$ cat src/cradc_pkg.sv
// ----------------------------------------------------------------------------
// cradc_pkg
// shared widths and types of the contour corner detector
// ----------------------------------------------------------------------------
`timescale 1ns / 1ps

package cradc_pkg;

    localparam int COORD_BITS   = 12;
    localparam int ANG_BITS     = 16;
    localparam int TOL_BITS     = 7;

    localparam logic signed [ANG_BITS-1:0] RIGHT_Q8 = 16'sd23040;

    typedef struct packed {
        logic                  start;
        logic [COORD_BITS-1:0] ax;
        logic [COORD_BITS-1:0] ay;
        logic [COORD_BITS-1:0] bx;
        logic [COORD_BITS-1:0] by;
    } t_seg_req;

    typedef struct packed {
        logic                       done;
        logic signed [ANG_BITS-1:0] angle;
    } t_seg_rsp;

endpackage

$ cat src/contour_right_angle_corner_detect.sv
// ----------------------------------------------------------------------------
// contour_right_angle_corner_detect
// right-angle corner detection over the points of a closed contour
// first point: stored; second point: runs the 16-iteration arctangent for the first segment
// later points: start, 16 iterations, rounding, angle capture, turn check
// a corner beat is offered the cycle after its turn check
// end marker: follows the last point; with 3 or more points, after closing segment and checks
// result beats leave one a cycle while taken; a held beat stalls the input when another result is due
// synchronous active-low reset: empty contour, tolerance 20, no result pending
// ----------------------------------------------------------------------------
`timescale 1ns / 1ps

module contour_right_angle_corner_detect
    import cradc_pkg::*;
(
    input  logic                  i_clk,
    input  logic                  i_rst_n,
    input  logic                  i_pt_valid,
    output logic                  o_pt_ready,
    input  logic [COORD_BITS-1:0] i_point_x,
    input  logic [COORD_BITS-1:0] i_point_y,
    input  logic                  i_last_point,
    output logic                  o_res_valid,
    input  logic                  i_res_ready,
    output logic [COORD_BITS-1:0] o_corner_x,
    output logic [COORD_BITS-1:0] o_corner_y,
    output logic                  o_is_corner,
    output logic                  o_end_of_contour,
    input  logic                  i_cfg_valid,
    output logic                  o_cfg_ready,
    input  logic [TOL_BITS-1:0]   i_cfg_angle_tolerance
);

    localparam logic [2:0] S_IDLE  = 3'd0;
    localparam logic [2:0] S_SEG   = 3'd1;
    localparam logic [2:0] S_CHK1  = 3'd2;
    localparam logic [2:0] S_CLOSE = 3'd3;
    localparam logic [2:0] S_CHK2  = 3'd4;
    localparam logic [2:0] S_CHK3  = 3'd5;
    localparam logic [2:0] S_MARK  = 3'd6;

    localparam logic [TOL_BITS-1:0] TOL_RESET = 7'd20;
    localparam logic [TOL_BITS-1:0] RIGHT_DEG = 7'd90;

    localparam logic [1:0] SEEN_NONE = 2'd0;
    localparam logic [1:0] SEEN_ONE  = 2'd1;
    localparam logic [1:0] SEEN_TWO  = 2'd2;
    localparam logic [1:0] SEEN_FULL = 2'd3;

    function automatic logic is_right(input logic signed [ANG_BITS-1:0] a1,
                                      input logic signed [ANG_BITS-1:0] a2,
                                      input logic [TOL_BITS-1:0]        tol);
        logic signed [ANG_BITS:0] d;
        logic [ANG_BITS:0]        ad;
        logic [TOL_BITS-1:0]      lo_deg;
        logic [TOL_BITS:0]        hi_deg;
        logic                     lo_ok;
        logic                     hi_ok;
        d      = {a2[ANG_BITS-1], a2} - {a1[ANG_BITS-1], a1};
        ad     = d[ANG_BITS] ? (ANG_BITS+1)'(-d) : (ANG_BITS+1)'(d);
        lo_deg = RIGHT_DEG - tol;
        hi_deg = {1'b0, RIGHT_DEG} + {1'b0, tol};
        lo_ok  = (tol > RIGHT_DEG) || (ad >= {2'b00, lo_deg, 8'h00});
        hi_ok  = ad <= {1'b0, hi_deg, 8'h00};
        return lo_ok && hi_ok;
    endfunction

    logic [2:0]                 r_state, n_state;
    logic [1:0]                 r_seen, n_seen;
    logic [TOL_BITS-1:0]        r_tol, n_tol;
    logic [COORD_BITS-1:0]      r_first_x, n_first_x, r_first_y, n_first_y;
    logic [COORD_BITS-1:0]      r_prev_x, n_prev_x, r_prev_y, n_prev_y;
    logic [COORD_BITS-1:0]      r_cur_x, n_cur_x, r_cur_y, n_cur_y;
    logic                       r_cur_last, n_cur_last;
    logic signed [ANG_BITS-1:0] r_prev_ang, n_prev_ang;
    logic signed [ANG_BITS-1:0] r_first_ang, n_first_ang;
    logic signed [ANG_BITS-1:0] r_seg_ang, n_seg_ang;
    logic signed [ANG_BITS-1:0] r_close_ang, n_close_ang;
    logic                       r_out_valid, n_out_valid;
    logic [COORD_BITS-1:0]      r_out_x, n_out_x, r_out_y, n_out_y;
    logic                       r_out_corner, n_out_corner;
    logic                       r_out_end, n_out_end;

    logic                       w_out_free;
    logic                       w_turn;
    logic signed [ANG_BITS-1:0] w_a1, w_a2;
    t_seg_req                   w_req;
    t_seg_rsp                   w_rsp;

    cradc_cordic u_cordic (
        .i_clk   (i_clk),
        .i_rst_n (i_rst_n),
        .i_req   (w_req),
        .o_rsp   (w_rsp)
    );

    assign w_out_free = !r_out_valid || i_res_ready;

    // turn operands per check step
    always_comb begin
        unique case (r_state)
            S_CHK2: begin
                w_a1 = r_prev_ang;
                w_a2 = r_close_ang;
            end
            S_CHK3: begin
                w_a1 = r_close_ang;
                w_a2 = r_first_ang;
            end
            default: begin
                w_a1 = r_prev_ang;
                w_a2 = r_seg_ang;
            end
        endcase
        w_turn = is_right(w_a1, w_a2, r_tol);
    end

    always_comb begin
        n_state      = r_state;
        n_seen       = r_seen;
        n_tol        = r_tol;
        n_first_x    = r_first_x;
        n_first_y    = r_first_y;
        n_prev_x     = r_prev_x;
        n_prev_y     = r_prev_y;
        n_cur_x      = r_cur_x;
        n_cur_y      = r_cur_y;
        n_cur_last   = r_cur_last;
        n_prev_ang   = r_prev_ang;
        n_first_ang  = r_first_ang;
        n_seg_ang    = r_seg_ang;
        n_close_ang  = r_close_ang;
        n_out_valid  = r_out_valid && !i_res_ready;
        n_out_x      = r_out_x;
        n_out_y      = r_out_y;
        n_out_corner = r_out_corner;
        n_out_end    = r_out_end;

        // closing segment runs from the current point back to the first
        w_req.start = 1'b0;
        if (r_state == S_CHK1) begin
            w_req.ax = r_cur_x;
            w_req.ay = r_cur_y;
            w_req.bx = r_first_x;
            w_req.by = r_first_y;
        end else begin
            w_req.ax = r_prev_x;
            w_req.ay = r_prev_y;
            w_req.bx = i_point_x;
            w_req.by = i_point_y;
        end

        if (i_cfg_valid) begin
            n_tol = i_cfg_angle_tolerance;
        end

        unique case (r_state)
            S_IDLE: begin
                if (i_pt_valid) begin
                    n_cur_x    = i_point_x;
                    n_cur_y    = i_point_y;
                    n_cur_last = i_last_point;
                    if (r_seen == SEEN_NONE) begin
                        n_first_x = i_point_x;
                        n_first_y = i_point_y;
                        n_prev_x  = i_point_x;
                        n_prev_y  = i_point_y;
                        n_seen    = SEEN_ONE;
                        n_state   = i_last_point ? S_MARK : S_IDLE;
                    end else begin
                        w_req.start = 1'b1;
                        n_state     = S_SEG;
                    end
                end
            end
            S_SEG: begin
                if (w_rsp.done) begin
                    n_seg_ang = w_rsp.angle;
                    if (r_seen == SEEN_ONE) begin
                        n_first_ang = w_rsp.angle;
                        n_prev_ang  = w_rsp.angle;
                        n_prev_x    = r_cur_x;
                        n_prev_y    = r_cur_y;
                        n_seen      = SEEN_TWO;
                        n_state     = r_cur_last ? S_MARK : S_IDLE;
                    end else begin
                        n_state = S_CHK1;
                    end
                end
            end
            S_CHK1: begin
                if (!w_turn || w_out_free) begin
                    if (w_turn) begin
                        n_out_valid  = 1'b1;
                        n_out_x      = r_prev_x;
                        n_out_y      = r_prev_y;
                        n_out_corner = 1'b1;
                        n_out_end    = 1'b0;
                    end
                    n_prev_ang = r_seg_ang;
                    n_prev_x   = r_cur_x;
                    n_prev_y   = r_cur_y;
                    n_seen     = SEEN_FULL;
                    if (r_cur_last) begin
                        w_req.start = 1'b1;
                        n_state     = S_CLOSE;
                    end else begin
                        n_state = S_IDLE;
                    end
                end
            end
            S_CLOSE: begin
                if (w_rsp.done) begin
                    n_close_ang = w_rsp.angle;
                    n_state     = S_CHK2;
                end
            end
            S_CHK2: begin
                if (!w_turn || w_out_free) begin
                    if (w_turn) begin
                        n_out_valid  = 1'b1;
                        n_out_x      = r_cur_x;
                        n_out_y      = r_cur_y;
                        n_out_corner = 1'b1;
                        n_out_end    = 1'b0;
                    end
                    n_state = S_CHK3;
                end
            end
            S_CHK3: begin
                if (!w_turn || w_out_free) begin
                    if (w_turn) begin
                        n_out_valid  = 1'b1;
                        n_out_x      = r_first_x;
                        n_out_y      = r_first_y;
                        n_out_corner = 1'b1;
                        n_out_end    = 1'b0;
                    end
                    n_state = S_MARK;
                end
            end
            S_MARK: begin
                if (w_out_free) begin
                    n_out_valid  = 1'b1;
                    n_out_x      = '0;
                    n_out_y      = '0;
                    n_out_corner = 1'b0;
                    n_out_end    = 1'b1;
                    n_first_x    = '0;
                    n_first_y    = '0;
                    n_prev_x     = '0;
                    n_prev_y     = '0;
                    n_prev_ang   = '0;
                    n_first_ang  = '0;
                    n_seen       = SEEN_NONE;
                    n_state      = S_IDLE;
                end
            end
            default: begin
                n_state = S_IDLE;
            end
        endcase
    end

    always_ff @(posedge i_clk) begin
        if (!i_rst_n) begin
            r_state     <= S_IDLE;
            r_seen      <= SEEN_NONE;
            r_tol       <= TOL_RESET;
            r_first_x   <= '0;
            r_first_y   <= '0;
            r_prev_x    <= '0;
            r_prev_y    <= '0;
            r_prev_ang  <= '0;
            r_first_ang <= '0;
            r_out_valid <= 1'b0;
        end else begin
            r_state     <= n_state;
            r_seen      <= n_seen;
            r_tol       <= n_tol;
            r_first_x   <= n_first_x;
            r_first_y   <= n_first_y;
            r_prev_x    <= n_prev_x;
            r_prev_y    <= n_prev_y;
            r_prev_ang  <= n_prev_ang;
            r_first_ang <= n_first_ang;
            r_out_valid <= n_out_valid;
        end
        r_cur_x      <= n_cur_x;
        r_cur_y      <= n_cur_y;
        r_cur_last   <= n_cur_last;
        r_seg_ang    <= n_seg_ang;
        r_close_ang  <= n_close_ang;
        r_out_x      <= n_out_x;
        r_out_y      <= n_out_y;
        r_out_corner <= n_out_corner;
        r_out_end    <= n_out_end;
    end

    assign o_pt_ready       = (r_state == S_IDLE);
    assign o_cfg_ready      = 1'b1;
    assign o_res_valid      = r_out_valid;
    assign o_corner_x       = r_out_x;
    assign o_corner_y       = r_out_y;
    assign o_is_corner      = r_out_corner;
    assign o_end_of_contour = r_out_end;

endmodule

$ cat src/cradc_cordic.sv
// ----------------------------------------------------------------------------
// cradc_cordic
// segment slope angle by iterative vectoring arctangent, one iteration a cycle
// ----------------------------------------------------------------------------
`timescale 1ns / 1ps

module cradc_cordic
    import cradc_pkg::*;
(
    input  logic     i_clk,
    input  logic     i_rst_n,
    input  t_seg_req i_req,
    output t_seg_rsp o_rsp
);

    localparam int FRAC_BITS    = 16;
    localparam int CORDIC_ITERS = 16;
    localparam int ITER_BITS    = $clog2(CORDIC_ITERS);
    localparam int DIFF_BITS    = COORD_BITS + 1;
    localparam int XY_BITS      = COORD_BITS + FRAC_BITS + 3;
    localparam int Z_BITS       = 24;
    localparam int ATAN_BITS    = 22;
    localparam int MAG_BITS     = Z_BITS - 9;
    localparam logic signed [Z_BITS-1:0] Z_MAX   = 24'sd5898240;
    localparam logic signed [Z_BITS-1:0] Z_ROUND = 24'sd128;
    localparam logic [ITER_BITS-1:0]     ITER_LAST = ITER_BITS'(CORDIC_ITERS - 1);

    function automatic logic [ATAN_BITS-1:0] atan_q16(input logic [ITER_BITS-1:0] idx);
        logic [ATAN_BITS-1:0] v;
        unique case (idx)
            4'd0:  v = 22'd2949120;
            4'd1:  v = 22'd1740967;
            4'd2:  v = 22'd919879;
            4'd3:  v = 22'd466945;
            4'd4:  v = 22'd234379;
            4'd5:  v = 22'd117304;
            4'd6:  v = 22'd58666;
            4'd7:  v = 22'd29335;
            4'd8:  v = 22'd14668;
            4'd9:  v = 22'd7334;
            4'd10: v = 22'd3667;
            4'd11: v = 22'd1833;
            4'd12: v = 22'd917;
            4'd13: v = 22'd458;
            4'd14: v = 22'd229;
            4'd15: v = 22'd115;
        endcase
        return v;
    endfunction

    logic                        r_busy, n_busy;
    logic                        r_fin, n_fin;
    logic                        r_done, n_done;
    logic [ITER_BITS-1:0]        r_iter, n_iter;
    logic signed [XY_BITS-1:0]   r_x, n_x;
    logic signed [XY_BITS-1:0]   r_y, n_y;
    logic signed [Z_BITS-1:0]    r_z, n_z;
    logic                        r_neg, n_neg;
    logic                        r_vert, n_vert;
    logic                        r_flat, n_flat;
    logic signed [ANG_BITS-1:0]  r_angle, n_angle;

    logic signed [DIFF_BITS-1:0] w_dx, w_dy;
    logic [DIFF_BITS-1:0]        w_adx, w_ady;
    logic signed [XY_BITS-1:0]   w_xs, w_ys;
    logic signed [Z_BITS-1:0]    w_step;
    logic signed [Z_BITS-1:0]    w_zc, w_zr;
    logic [MAG_BITS-1:0]         w_mag;
    logic signed [ANG_BITS-1:0]  w_smag;

    assign w_dx  = signed'({1'b0, i_req.ax}) - signed'({1'b0, i_req.bx});
    assign w_dy  = signed'({1'b0, i_req.ay}) - signed'({1'b0, i_req.by});
    assign w_adx = w_dx[DIFF_BITS-1] ? DIFF_BITS'(-w_dx) : DIFF_BITS'(w_dx);
    assign w_ady = w_dy[DIFF_BITS-1] ? DIFF_BITS'(-w_dy) : DIFF_BITS'(w_dy);

    assign w_xs   = r_x >>> r_iter;
    assign w_ys   = r_y >>> r_iter;
    assign w_step = signed'(Z_BITS'(atan_q16(r_iter)));

    always_comb begin
        if (r_z < 0) begin
            w_zc = '0;
        end else if (r_z > Z_MAX) begin
            w_zc = Z_MAX;
        end else begin
            w_zc = r_z;
        end
        w_zr   = w_zc + Z_ROUND;
        w_mag  = w_zr[Z_BITS-2:8];
        w_smag = signed'({1'b0, w_mag});
    end

    always_comb begin
        n_busy  = r_busy;
        n_fin   = 1'b0;
        n_done  = 1'b0;
        n_iter  = r_iter;
        n_x     = r_x;
        n_y     = r_y;
        n_z     = r_z;
        n_neg   = r_neg;
        n_vert  = r_vert;
        n_flat  = r_flat;
        n_angle = r_angle;

        if (i_req.start) begin
            n_busy = 1'b1;
            n_iter = '0;
            n_x    = signed'(XY_BITS'({w_adx[COORD_BITS-1:0], {FRAC_BITS{1'b0}}}));
            n_y    = signed'(XY_BITS'({w_ady[COORD_BITS-1:0], {FRAC_BITS{1'b0}}}));
            n_z    = '0;
            n_neg  = w_dx[DIFF_BITS-1] ^ w_dy[DIFF_BITS-1];
            n_vert = (w_dx == '0);
            n_flat = (w_dy == '0);
        end else if (r_busy) begin
            if (!r_y[XY_BITS-1]) begin
                n_x = r_x + w_ys;
                n_y = r_y - w_xs;
                n_z = r_z + w_step;
            end else begin
                n_x = r_x - w_ys;
                n_y = r_y + w_xs;
                n_z = r_z - w_step;
            end
            if (r_iter == ITER_LAST) begin
                n_busy = 1'b0;
                n_fin  = 1'b1;
            end else begin
                n_iter = r_iter + 1'b1;
            end
        end else if (r_fin) begin
            n_done = 1'b1;
            if (r_vert) begin
                n_angle = RIGHT_Q8;
            end else if (r_flat) begin
                n_angle = '0;
            end else if (r_neg) begin
                n_angle = -w_smag;
            end else begin
                n_angle = w_smag;
            end
        end
    end

    always_ff @(posedge i_clk) begin
        if (!i_rst_n) begin
            r_busy <= 1'b0;
            r_fin  <= 1'b0;
            r_done <= 1'b0;
            r_iter <= '0;
        end else begin
            r_busy <= n_busy;
            r_fin  <= n_fin;
            r_done <= n_done;
            r_iter <= n_iter;
        end
        r_x     <= n_x;
        r_y     <= n_y;
        r_z     <= n_z;
        r_neg   <= n_neg;
        r_vert  <= n_vert;
        r_flat  <= n_flat;
        r_angle <= n_angle;
    end

    assign o_rsp.done  = r_done;
    assign o_rsp.angle = r_angle;

endmodule

$ cat config.mk
export PLATFORM = sky130hd
export DESIGN_NAME = contour_right_angle_corner_detect
export DESIGN_NICKNAME = d
export VERILOG_FILES = /design/src/cradc_pkg.sv /design/src/contour_right_angle_corner_detect.sv /design/src/cradc_cordic.sv
export SDC_FILE = /design/constraint.sdc
export NUM_CORES = 1
export LEC_CHECK = 0
export BUFFER_PORTS_ARGS = -buffer_cell sky130_fd_sc_hd__buf_2
export CAP_MARGIN = 15
export CORE_ASPECT_RATIO = 2
export CORE_UTILIZATION = 28
export DETAILED_ROUTE_END_ITERATION = 6
export HOLD_SLACK_MARGIN = 0.02
export PLACE_DENSITY_LB_ADDON = 0.3
export SLEW_MARGIN = 0
export SYNTH_ARGS = -nofsm -noshare
export SYNTH_HDL_FRONTEND = slang
export SYNTH_SLANG_ARGS = --single-unit
$ cat constraint.sdc
create_clock -name i_clk -period 10.2 [get_ports i_clk]
set_input_delay 3.06 -clock i_clk [delete_from_list [all_inputs] [get_ports i_clk]]
set_output_delay 3.06 -clock i_clk [all_outputs]
set_load 0.02 [all_outputs]
==> results of run 1 <==
## flip-flops by register name (all words and copies together), names as in the netlist, 7 cells and up
signal,count
r_prev_x,12
r_cur_x,12
r_close_ang,16
r_first_y,12
r_first_ang,16
u_cordic.w_step,22
r_cur_y,12
o_corner_x,12
u_cordic.r_y,31
r_prev_ang,16
r_first_x,12
u_cordic.r_x,31
r_tol,7
o_corner_y,12
u_cordic.r_z,24
r_seg_ang,16
u_cordic.r_angle,16
r_prev_y,12
## layout make-up
cell class | count | area [µm²] | area share
multi-input combinational | 2329 | 17100 | 0.610
sequential | 310 | 7480 | 0.267
tap | 1185 | 1480 | 0.0529
clock buffer | 34 | 766 | 0.0273
timing repair buffer | 98 | 596 | 0.0213
inverter | 85 | 319 | 0.0114
clock inverter | 22 | 269 | 0.00961
antenna | 3 | 7.51 | 0.000268
## stage by stage
step	worst slack [ns]	instances	instance area (µm²)	hold WS, ns
2_1_floorplan	3.30	2886	25500	0.441
3_5_place_dp	1.41	4007	27000	0.460
5_1_grt	0.674	4064	28000	0.487
4_1_cts	1.40	4063	28000	0.470
6_report	1.41	4066	28000	0.468
3_3_place_gp	1.49	4006	26900	0.453
## worst paths after layout
check               startpoint            endpoint  slack (ns)
setup / recovery    r_state[2]  u_cordic.w_step[0]        1.41
hold / removal    r_first_y[9]        r_first_y[9]        0.47
setup reg to reg    r_state[2]  u_cordic.w_step[0]        1.41
hold reg to reg   r_first_y[9]        r_first_y[9]        0.47
## layout by cell type, fill, tap and decap left out, types with 56 or more instances in the layout
cell	synthesis	final
xor2_1	97	97
dfxtp_1	184	177
mux4_2	64	64
nand2_1	258	258
inv_1	82	82
nand3_1	68	68
ha_1	154	154
xnor2_1	138	138
and3_1	56	56
a21oi_1	234	231
edfxtp_1	126	126
mux2i_1	181	181
o21ai_0	135	135
nor2_1	260	256
buf_2	16	64
## worst register-to-register path, delay by kind of cell, from the launching register on
family                   cells  cell delay [ns]
AND/OR/NAND/NOR              9             2.48
AO/OA/AOI/OAI               11             2.35
buffers and inverters        4             1.20
adder cells (fa/ha/maj)      4             1.16
flip-flops                   1             0.75
XOR/XNOR                     2             0.39
multiplexers                 1             0.37
## cell usage after synthesis, drive strengths merged (45+ instances only)
cell type | n | share of area
inv | 84 | 0.012
ha | 154 | 0.076
a21o | 47 | 0.014
nor3 | 51 | 0.010
edfxtp | 126 | 0.15
xor2 | 97 | 0.033
a211oi | 45 | 0.013
a22oi | 46 | 0.014
o21ai | 139 | 0.027
xnor2 | 138 | 0.047
a21oi | 234 | 0.046
nand2 | 258 | 0.038
dfxtp | 184 | 0.14
nor2 | 260 | 0.038
clkbuf | 123 | 0.018
mux2i | 181 | 0.071
nand3 | 68 | 0.013
mux2 | 50 | 0.022
and3 | 56 | 0.014
mux4 | 64 | 0.057
## per-layer routing
| layer | GRT usage | vias up |
|---|---|---|
| met5 | 0 | - |
| met4 | 0.0870 | 0 |
| met3 | 0.0140 | 180 |
| met2 | 0.344 | 447 |
| met1 | 0.156 | 10600 |
| li1 | - | 10600 |
## logic make-up after synthesis
family                   Yosys count  synth area share
AND/OR/NAND/NOR                  888             0.168
flip-flops                       310             0.293
other                              1          0.000147
buffers and inverters            247            0.0388
multiplexers                     295             0.150
adder cells (fa/ha/maj)          160            0.0804
XOR/XNOR                         236            0.0817
AO/OA/AOI/OAI                    749             0.188
==> impl_metrics.env, run 1 <==
export IMPL_yosysWarnings=0
export IMPL_reg2reg_depth=31
export IMPL_dr_pass1_iters=7
export IMPL_overflow=0
export IMPL_clk_path_buf_depth=3
export IMPL_crit_path_end_kind="flop"
export IMPL_fp_coreArea_um2=90200
export IMPL_cp_slowest_cell="dfxtp_1"
export IMPL_synth_seq_cells=310
export IMPL_max_slew_margin_rel=0.263
export IMPL_synth_area_um2=25500
export IMPL_holdBufCountCts=0
export IMPL_wl_mm=78.3
export IMPL_vias_per_cell=5.35
export IMPL_cap_viol_max_count=0
export IMPL_cts_resized=0
export IMPL_synth_edf_count=126
export IMPL_clock_sink_count=310
export IMPL_clock_latency_ns=0.63
export IMPL_worst_slew_pin_slew_ns=1.10
export IMPL_drc=0
export IMPL_slew_viol_final=0
export IMPL_status="completed"
export IMPL_gp_congestion=0.929
export IMPL_area_growth_pct=9.94
export IMPL_cp_max_fo=24
export IMPL_chipWidth_um=215
export IMPL_post_drt_wl_per_cell_um=19.3
export IMPL_setup_violations=0
export IMPL_syn_inst=2886
export IMPL_h_tree_depth=1
export IMPL_period_needed_ns=8.79
export IMPL_cts_setup_buffers=0
export IMPL_grt_max_degree=78
export IMPL_first_iter_violations=1146
export IMPL_crit_arrival_ns=9.29
export IMPL_hold_viol=0
export IMPL_die_area_um2=92300
export IMPL_ys_types=91
export IMPL_antenna_found_initial=5
export IMPL_io_buffer_count=64
export IMPL_rsz0062_at_grt="no"
export IMPL_routed_top_layer="met4"
export IMPL_fin_tns_setup_ns=0
export IMPL_wl_met3_mm=2.12
export IMPL_start_util=0.282
export IMPL_avgSynthCellArea_um2=8.83
export IMPL_dp_hpwl_mm=58.8
export IMPL_die_h_um=429
export IMPL_vias=21800
export IMPL_grt_pass1_wl_mm=122
export IMPL_crit_buf_inv=4
export IMPL_placementRows=156
export IMPL_synthesis_nets=3083
export IMPL_startpoint_type="flop"
export IMPL_synth_ff_type="dfxtp_1"
export IMPL_grt_pass1_vias=22100
export IMPL_holdPathStages=2
export IMPL_layout_drive_gt1_share=0.110
export IMPL_period_share=0.862
export IMPL_antenna_left=0
export IMPL_dr_wl_met2_mm=45.0
export IMPL_crit_type="flop to flop"
export IMPL_clk_pin_slew_worst_paths_ns=0.07
export IMPL_cp_num_cells=31
export IMPL_cts_tree="done"
export IMPL_cts_buffers=30
export IMPL_yosysSeqAreaShare=0.293
export IMPL_synthArstFlopShare=0
export IMPL_fillers=9597
export IMPL_max_freq_ghz=0.114
export IMPL_clockRootBuffer="clkbuf_16"
export IMPL_hold_class="flop to flop"
export IMPL_critPathMaxStageDelay_ns=0.75
export IMPL_crit_required_ns=10.70
export IMPL_io_pins=66
export IMPL_critPathTopFamily="simple AND/OR/NAND/NOR gates"
export IMPL_met1Wirelength_mm=27.1
export IMPL_grt_use_total=0.166
export IMPL_fin_nets=3051
export IMPL_fin_util=0.311
export IMPL_fin_skew_ns=0.0313
Power of run 1 is not shown: default switching activity piles up to over one toggle a cycle in this logic, so the estimate is an artifact.
==> run 2, diff against run 1 <==
- clock period: 10.2 -> 8.3 ns (I/O delays scaled with it)
==> run 2 against run 1 <==
Design area up 0.13%; sequential cell count unchanged; final cell count rose by 0.17%; count of clock-buffer cells in the layout grew 2; via count shrank 0.35%; maximum frequency is 17% higher; first-iteration DRC count up 9.3%; routed wire length up 0.62%; register-to-register slack worse by 0.59 ns; worst hold slack improved by 0.0029 ns; clock skew is 0.0056 ns higher.
==> impl_metrics.env, run 2 (same netlist as run 1, synthesis figures left out) <==
export IMPL_max_slew_margin_rel=0.288
export IMPL_overflow=0
export IMPL_antenna_left=0
export IMPL_final_common_cell="nand2_1"
export IMPL_clockRootBuffer="clkbuf_16"
export IMPL_cts_tree="done"
export IMPL_crit_arrival_ns=7.97
export IMPL_worst_slew_pin_slew_ns=1.07
export IMPL_period_needed_ns=7.48
export IMPL_setup_violations=0
export IMPL_cp_num_cells=30
export IMPL_holdBufCountCts=0
export IMPL_crit_path_end_kind="flop"
export IMPL_fin_nets=3060
export IMPL_die_h_um=429
export IMPL_cts_resized=0
export IMPL_grt_max_degree=78
export IMPL_period_share=0.901
export IMPL_slew_viol_final=0
export IMPL_gp_congestion=0.891
export IMPL_reg_largest_list="u_cordic.r_x: 31 flops, u_cordic.r_y: 31 flops, u_cordic.r_z: 24 flops"
export IMPL_critPathTopFamily="compound AO/OA/AOI/OAI gates"
export IMPL_crit_required_ns=8.79
export IMPL_clk_path_buf_depth=3
export IMPL_cp_max_fo=20
export IMPL_grt_pass1_wl_mm=123
export IMPL_max_freq_ghz=0.134
export IMPL_startpoint_type="flop"
export IMPL_antenna_found_initial=4
export IMPL_rsz0062_at_grt="no"
export IMPL_dr_pass1_iters=5
export IMPL_io_buffer_count=64
export IMPL_grt_pass1_vias=21900
export IMPL_cap_viol_max_count=0
export IMPL_final_cell_mix="258 x nand2_1, 257 x nor2_1, 231 x a21oi_1"
export IMPL_crit_type="flop to flop"
export IMPL_start_util=0.282
export IMPL_h_tree_depth=1
export IMPL_die_area_um2=92300
export IMPL_fp_coreArea_um2=90200
export IMPL_grt_use_total=0.167
export IMPL_holdPathStages=2
export IMPL_cts_buffers=30
export IMPL_clock_latency_ns=0.63
export IMPL_layout_drive_gt1_share=0.112
export IMPL_reg2reg_depth=30
export IMPL_clk_pin_slew_worst_paths_ns=0.07
export IMPL_io_pins=66
export IMPL_cp_slowest_cell="a31oi_4"
export IMPL_area_growth_pct=10.1
export IMPL_final_area_um2=28000
export IMPL_cts_setup_buffers=0
export IMPL_crit_buf_inv=3
export IMPL_placementRows=156
export IMPL_fillers=9551
export IMPL_cpMostUsedCell="nor2_1"
export IMPL_wl_mm=78.8
export IMPL_chipWidth_um=215
export IMPL_drc=0
export IMPL_fin_skew_ns=0.0369
export IMPL_dpl_instance_area_um2=27000
export IMPL_post_drt_wl_per_cell_um=19.3
export IMPL_first_iter_violations=1253
export IMPL_vias=21700
export IMPL_vias_per_cell=5.32
export IMPL_hold_viol=0
export IMPL_clock_sink_count=310
export IMPL_hold_class="flop to flop"
export IMPL_critPathMaxStageDelay_ns=0.65
export IMPL_status="completed"
export IMPL_fin_tns_setup_ns=0
export IMPL_dp_hpwl_mm=59.1
[run 2: changes by cell type in the layout (fill, tap and decap cells not counted), moves of 2 or more]
cell / delta
buf_4: +10
clkbuf_8: +2
clkinv_4: +3
inv_6: -2
clkinv_2: -4
[run 2: worst paths after layout]
kind                      start            endpoint  slack, ns
setup / recovery     r_state[1]  u_cordic.w_step[8]       0.82
hold / removal    r_first_y[10]       r_first_y[10]       0.47
setup reg to reg     r_state[1]  u_cordic.w_step[8]       0.82
hold reg to reg   r_first_y[10]       r_first_y[10]       0.47
[run 2: through the flow]
step,hold slack (ns),utilization,cells,setup WS [ns]
final,0.471,0.311,4073,0.818
after global routing,0.499,0.311,4072,0.141
after CTS,0.469,0.311,4071,0.832
after detailed placement,0.461,0.299,4016,0.859
after global placement,0.456,0.299,4016,0.912
after floorplan,0.441,-,2886,1.40
[run 2: layout make-up]
cell class              count  area, µm²  share of cell area
repair buffers            107        643              0.0229
inverters                  85        319              0.0114
clock buffers              36        815              0.0290
well taps                1185       1480              0.0529
clock inverters            19        226             0.00808
flip-flops and latches    310       7480               0.267
diodes                      2       5.00            0.000178
multi-input cells        2329      17100               0.609
[run 2: per-layer routing]
metal	routed length, µm	vias up	share of wire	global-route usage
li1	-	10600	-	-
met1	27900	10500	0.35	0.161
met2	45000	483	0.57	0.344
met3	2190	176	0.028	0.0136
met4	3720	2	0.047	0.0834
met5	9	-	0.00011	0
[run 2: worst register-to-register path: cells and delay by family (launching register included)]
kind	cells	cell delay [ns]
AO/OA/AOI/OAI	11	2.72
AND/OR/NAND/NOR	10	2.07
adder cells (fa/ha/maj)	4	1.38
buffers and inverters	3	0.45
flip-flops	1	0.30
multiplexers	1	0.27
XOR/XNOR	1	0.19
Power of run 2 is left out for the same reason.
==> run 3, diff against run 2 <==
- ABC_AREA: unset -> 1
==> run 3 against run 2 <==
First-iteration DRC count is 3.0% higher; sequential cell count stayed put; final cell count is 18% higher; clock skew is 0.022 ns lower; count of clock-buffer cells in the layout stayed put; sequential share of layout area is 0.41 points higher; via count is 9.1% higher; critical endpoint is now u_cordic.r_y[30].
==> impl_metrics.env, run 3 <==
export IMPL_status="completed"
export IMPL_die_h_um=426
export IMPL_synth_ff_type="dfxtp_1"
export IMPL_final_common_cell="nand2_1"
export IMPL_synth_seq_cells=310
export IMPL_syn_inst=3626
export IMPL_hold_viol=0
export IMPL_gp_congestion=0.925
export IMPL_worst_slew_pin_slew_ns=1.19
export IMPL_synth_area_um2=25200
export IMPL_cp_max_fo=46
export IMPL_fp_coreArea_um2=89200
export IMPL_start_util=0.283
export IMPL_cts_tree="done"
export IMPL_dpl_instance_area_um2=26600
export IMPL_synth_edf_count=126
export IMPL_synth_common_cells="855 x nand2_1, 445 x inv_1, 359 x o21ai_0"
export IMPL_synth_area_leader_cell="edfxtp_1"
export IMPL_period_share=0.808
export IMPL_grt_pass1_wl_mm=128
export IMPL_setup_violations=0
export IMPL_overflow=0
export IMPL_final_area_um2=27600
export IMPL_r2r_start="u_cordic.r_iter[0]"
export IMPL_critPathLaunch="u_cordic.r_iter[0]"
export IMPL_rsz0062_at_grt="no"
export IMPL_period_needed_ns=6.71
export IMPL_drc=0
export IMPL_synthArstFlopShare=0
export IMPL_min_from="r_first_ang[1]"
export IMPL_io_buffer_count=64
export IMPL_ys_types=57
export IMPL_fin_nets=3808
export IMPL_final_cell_mix="854 x nand2_1, 444 x inv_1, 359 x o21ai_0"
export IMPL_yosysSeqAreaShare=0.296
export IMPL_placementRows=155
export IMPL_clk_pin_slew_worst_paths_ns=0.08
export IMPL_io_pins=66
export IMPL_slew_viol_final=0
export IMPL_clk_path_buf_depth=3
export IMPL_clock_sink_count=310
export IMPL_antenna_left=0
export IMPL_synthesis_nets=3823
export IMPL_antenna_found_initial=5
export IMPL_fin_tns_setup_ns=0
export IMPL_synth_most_common_cell="nand2_1"
export IMPL_dpl_cell_count=4757
export IMPL_yosysWarnings=0
export IMPL_crit_type="flop to flop"
export IMPL_hold_class="flop to flop"
export IMPL_grt_use_total=0.176
export IMPL_reg2reg_depth=27
export IMPL_max_freq_ghz=0.149
export IMPL_crit_path_end_kind="flop"
export IMPL_grt_max_degree=65
export IMPL_crit_required_ns=8.76
export IMPL_synth_top_area_frac=0.150
export IMPL_avgSynthCellArea_um2=6.95
export IMPL_clockRootBuffer="clkbuf_16"
export IMPL_vias_per_cell=4.91
export IMPL_stdcell_count=4812
export IMPL_fin_skew_ns=0.0151
export IMPL_first_iter_violations=1291
export IMPL_holdBufCountCts=0
export IMPL_fin_util=0.309
export IMPL_cts_buffers=29
export IMPL_post_drt_wl_per_cell_um=17.0
export IMPL_netlist_top_cells_area="edfxtp_1 15%, dfxtp_1 15%, nand2_1 13%"
export IMPL_h_tree_depth=1
export IMPL_wl_mm=81.6
export IMPL_startpoint_type="flop"
export IMPL_die_area_um2=91300
export IMPL_layout_drive_gt1_share=0.0688
export IMPL_r2r_setup_slack_ns=1.59
export IMPL_max_slew_margin_rel=0.202
export IMPL_chipWidth_um=214
export IMPL_vias=23700
export IMPL_cap_viol_max_count=0
export IMPL_reg_largest_list="u_cordic.r_x: 31 flops, u_cordic.r_y: 31 flops, u_cordic.r_z: 24 flops"
export IMPL_area_growth_pct=9.32
export IMPL_holdPathStages=2
export IMPL_grt_pass1_vias=24100
export IMPL_dp_hpwl_mm=63.8
export IMPL_cts_resized=0
export IMPL_worstHoldEndpoint="r_first_ang[1]"
export IMPL_clock_latency_ns=0.61
export IMPL_r2r_end="u_cordic.r_y[30]"
export IMPL_fillers=9919
export IMPL_crit_arrival_ns=7.17
export IMPL_cts_setup_buffers=0
export IMPL_dr_pass1_iters=6
==> run 3: cell types whose count changed after synthesis, moves of 46 or more <==
cell,delta
o22ai_1,+47
inv_1,+363
a22oi_1,-46
mux2_2,-50
mux4_2,-64
mux2i_1,-139
nand2_1,+597
xnor2_1,-63
clkbuf_1,-55
nand3_1,+64
and3_1,-54
o21ai_0,+224
nor2_1,+56
==> run 3: cells by family after synthesis <==
group,after synthesis,synth area share
xor+xnor,213,0.0740
fa+ha+maj,160,0.0812
simple gates,1468,0.244
other cells,1,0.000149
compound gates,827,0.190
buf+inv,605,0.0977
mux,42,0.0167
flops,310,0.296
==> run 3: how the worst max path moves through the flow <==
| stage | slack [ns] | depth (start not counted) | to |
|---|---|---|---|
| after floorplan | 2.25 | 31 | u_cordic.r_angle[0] |
| after global placement | 1.67 | 35 | u_cordic.r_y[17] |
| after detailed placement | 1.58 | 34 | u_cordic.r_y[18] |
| after CTS | 1.57 | 34 | u_cordic.r_y[17] |
| after global routing | 0.84 | 42 | u_cordic.w_step[7] |
| final | 1.59 | 27 | u_cordic.r_y[30] |
==> run 3: critical path: stages (launching register included) <==
cell      delay [ns]
dfxtp_2         0.88
inv_2           0.44
nand2_1         0.20
nand3_1         0.08
o21a_1          0.17
o21ai_0         0.64
o21ai_1         0.36
or2_2           0.36
nor2_1          0.15
nand2_1         0.11
nor2_1          0.10
nand3_1         0.09
nor2_1          0.14
nand2_1         0.09
nor2_1          0.13
nand2_1         0.12
nor2_4          0.14
nand3_1         0.08
nand2_1         0.09
xor2_1          0.18
ha_1            0.32
a21oi_1         0.29
o21ai_0         0.20
nand2_1         0.10
o211ai_1        0.08
a21oi_1         0.47
nor2_1          0.11
o22ai_1         0.42
==> run 3: area by class of cell <==
| type | count | area (µm²) | area share |
|---|---|---|---|
| clock inverter | 18 | 200 | 0.00726 |
| antenna | 1 | 2.50 | 0.0000908 |
| multi-input combinational | 2711 | 15300 | 0.556 |
| clock buffer | 36 | 792 | 0.0287 |
| timing repair buffer | 95 | 566 | 0.0205 |
| tap | 1177 | 1470 | 0.0534 |
| sequential | 310 | 7470 | 0.271 |
| inverter | 464 | 1740 | 0.0632 |
==> run 3: stage by stage <==
| step | worst slack, ns | hold WS, ns |
|---|---|---|
| final | 1.59 | 0.468 |
| after global routing | 0.842 | 0.492 |
| after CTS | 1.57 | 0.468 |
| after detailed placement | 1.58 | 0.457 |
| after global placement | 1.67 | 0.451 |
| after floorplan | 2.25 | 0.421 |
==> run 3: per-layer routing <==
layer / share of wire / up-vias / global-route usage
li1: - / 12000 / -
met1: 0.34 / 10900 / 0.155
met2: 0.57 / 514 / 0.373
met3: 0.030 / 250 / 0.0152
met4: 0.060 / 6 / 0.106
met5: 0.00042 / - / 0
Power of run 3 is left out for the same reason.
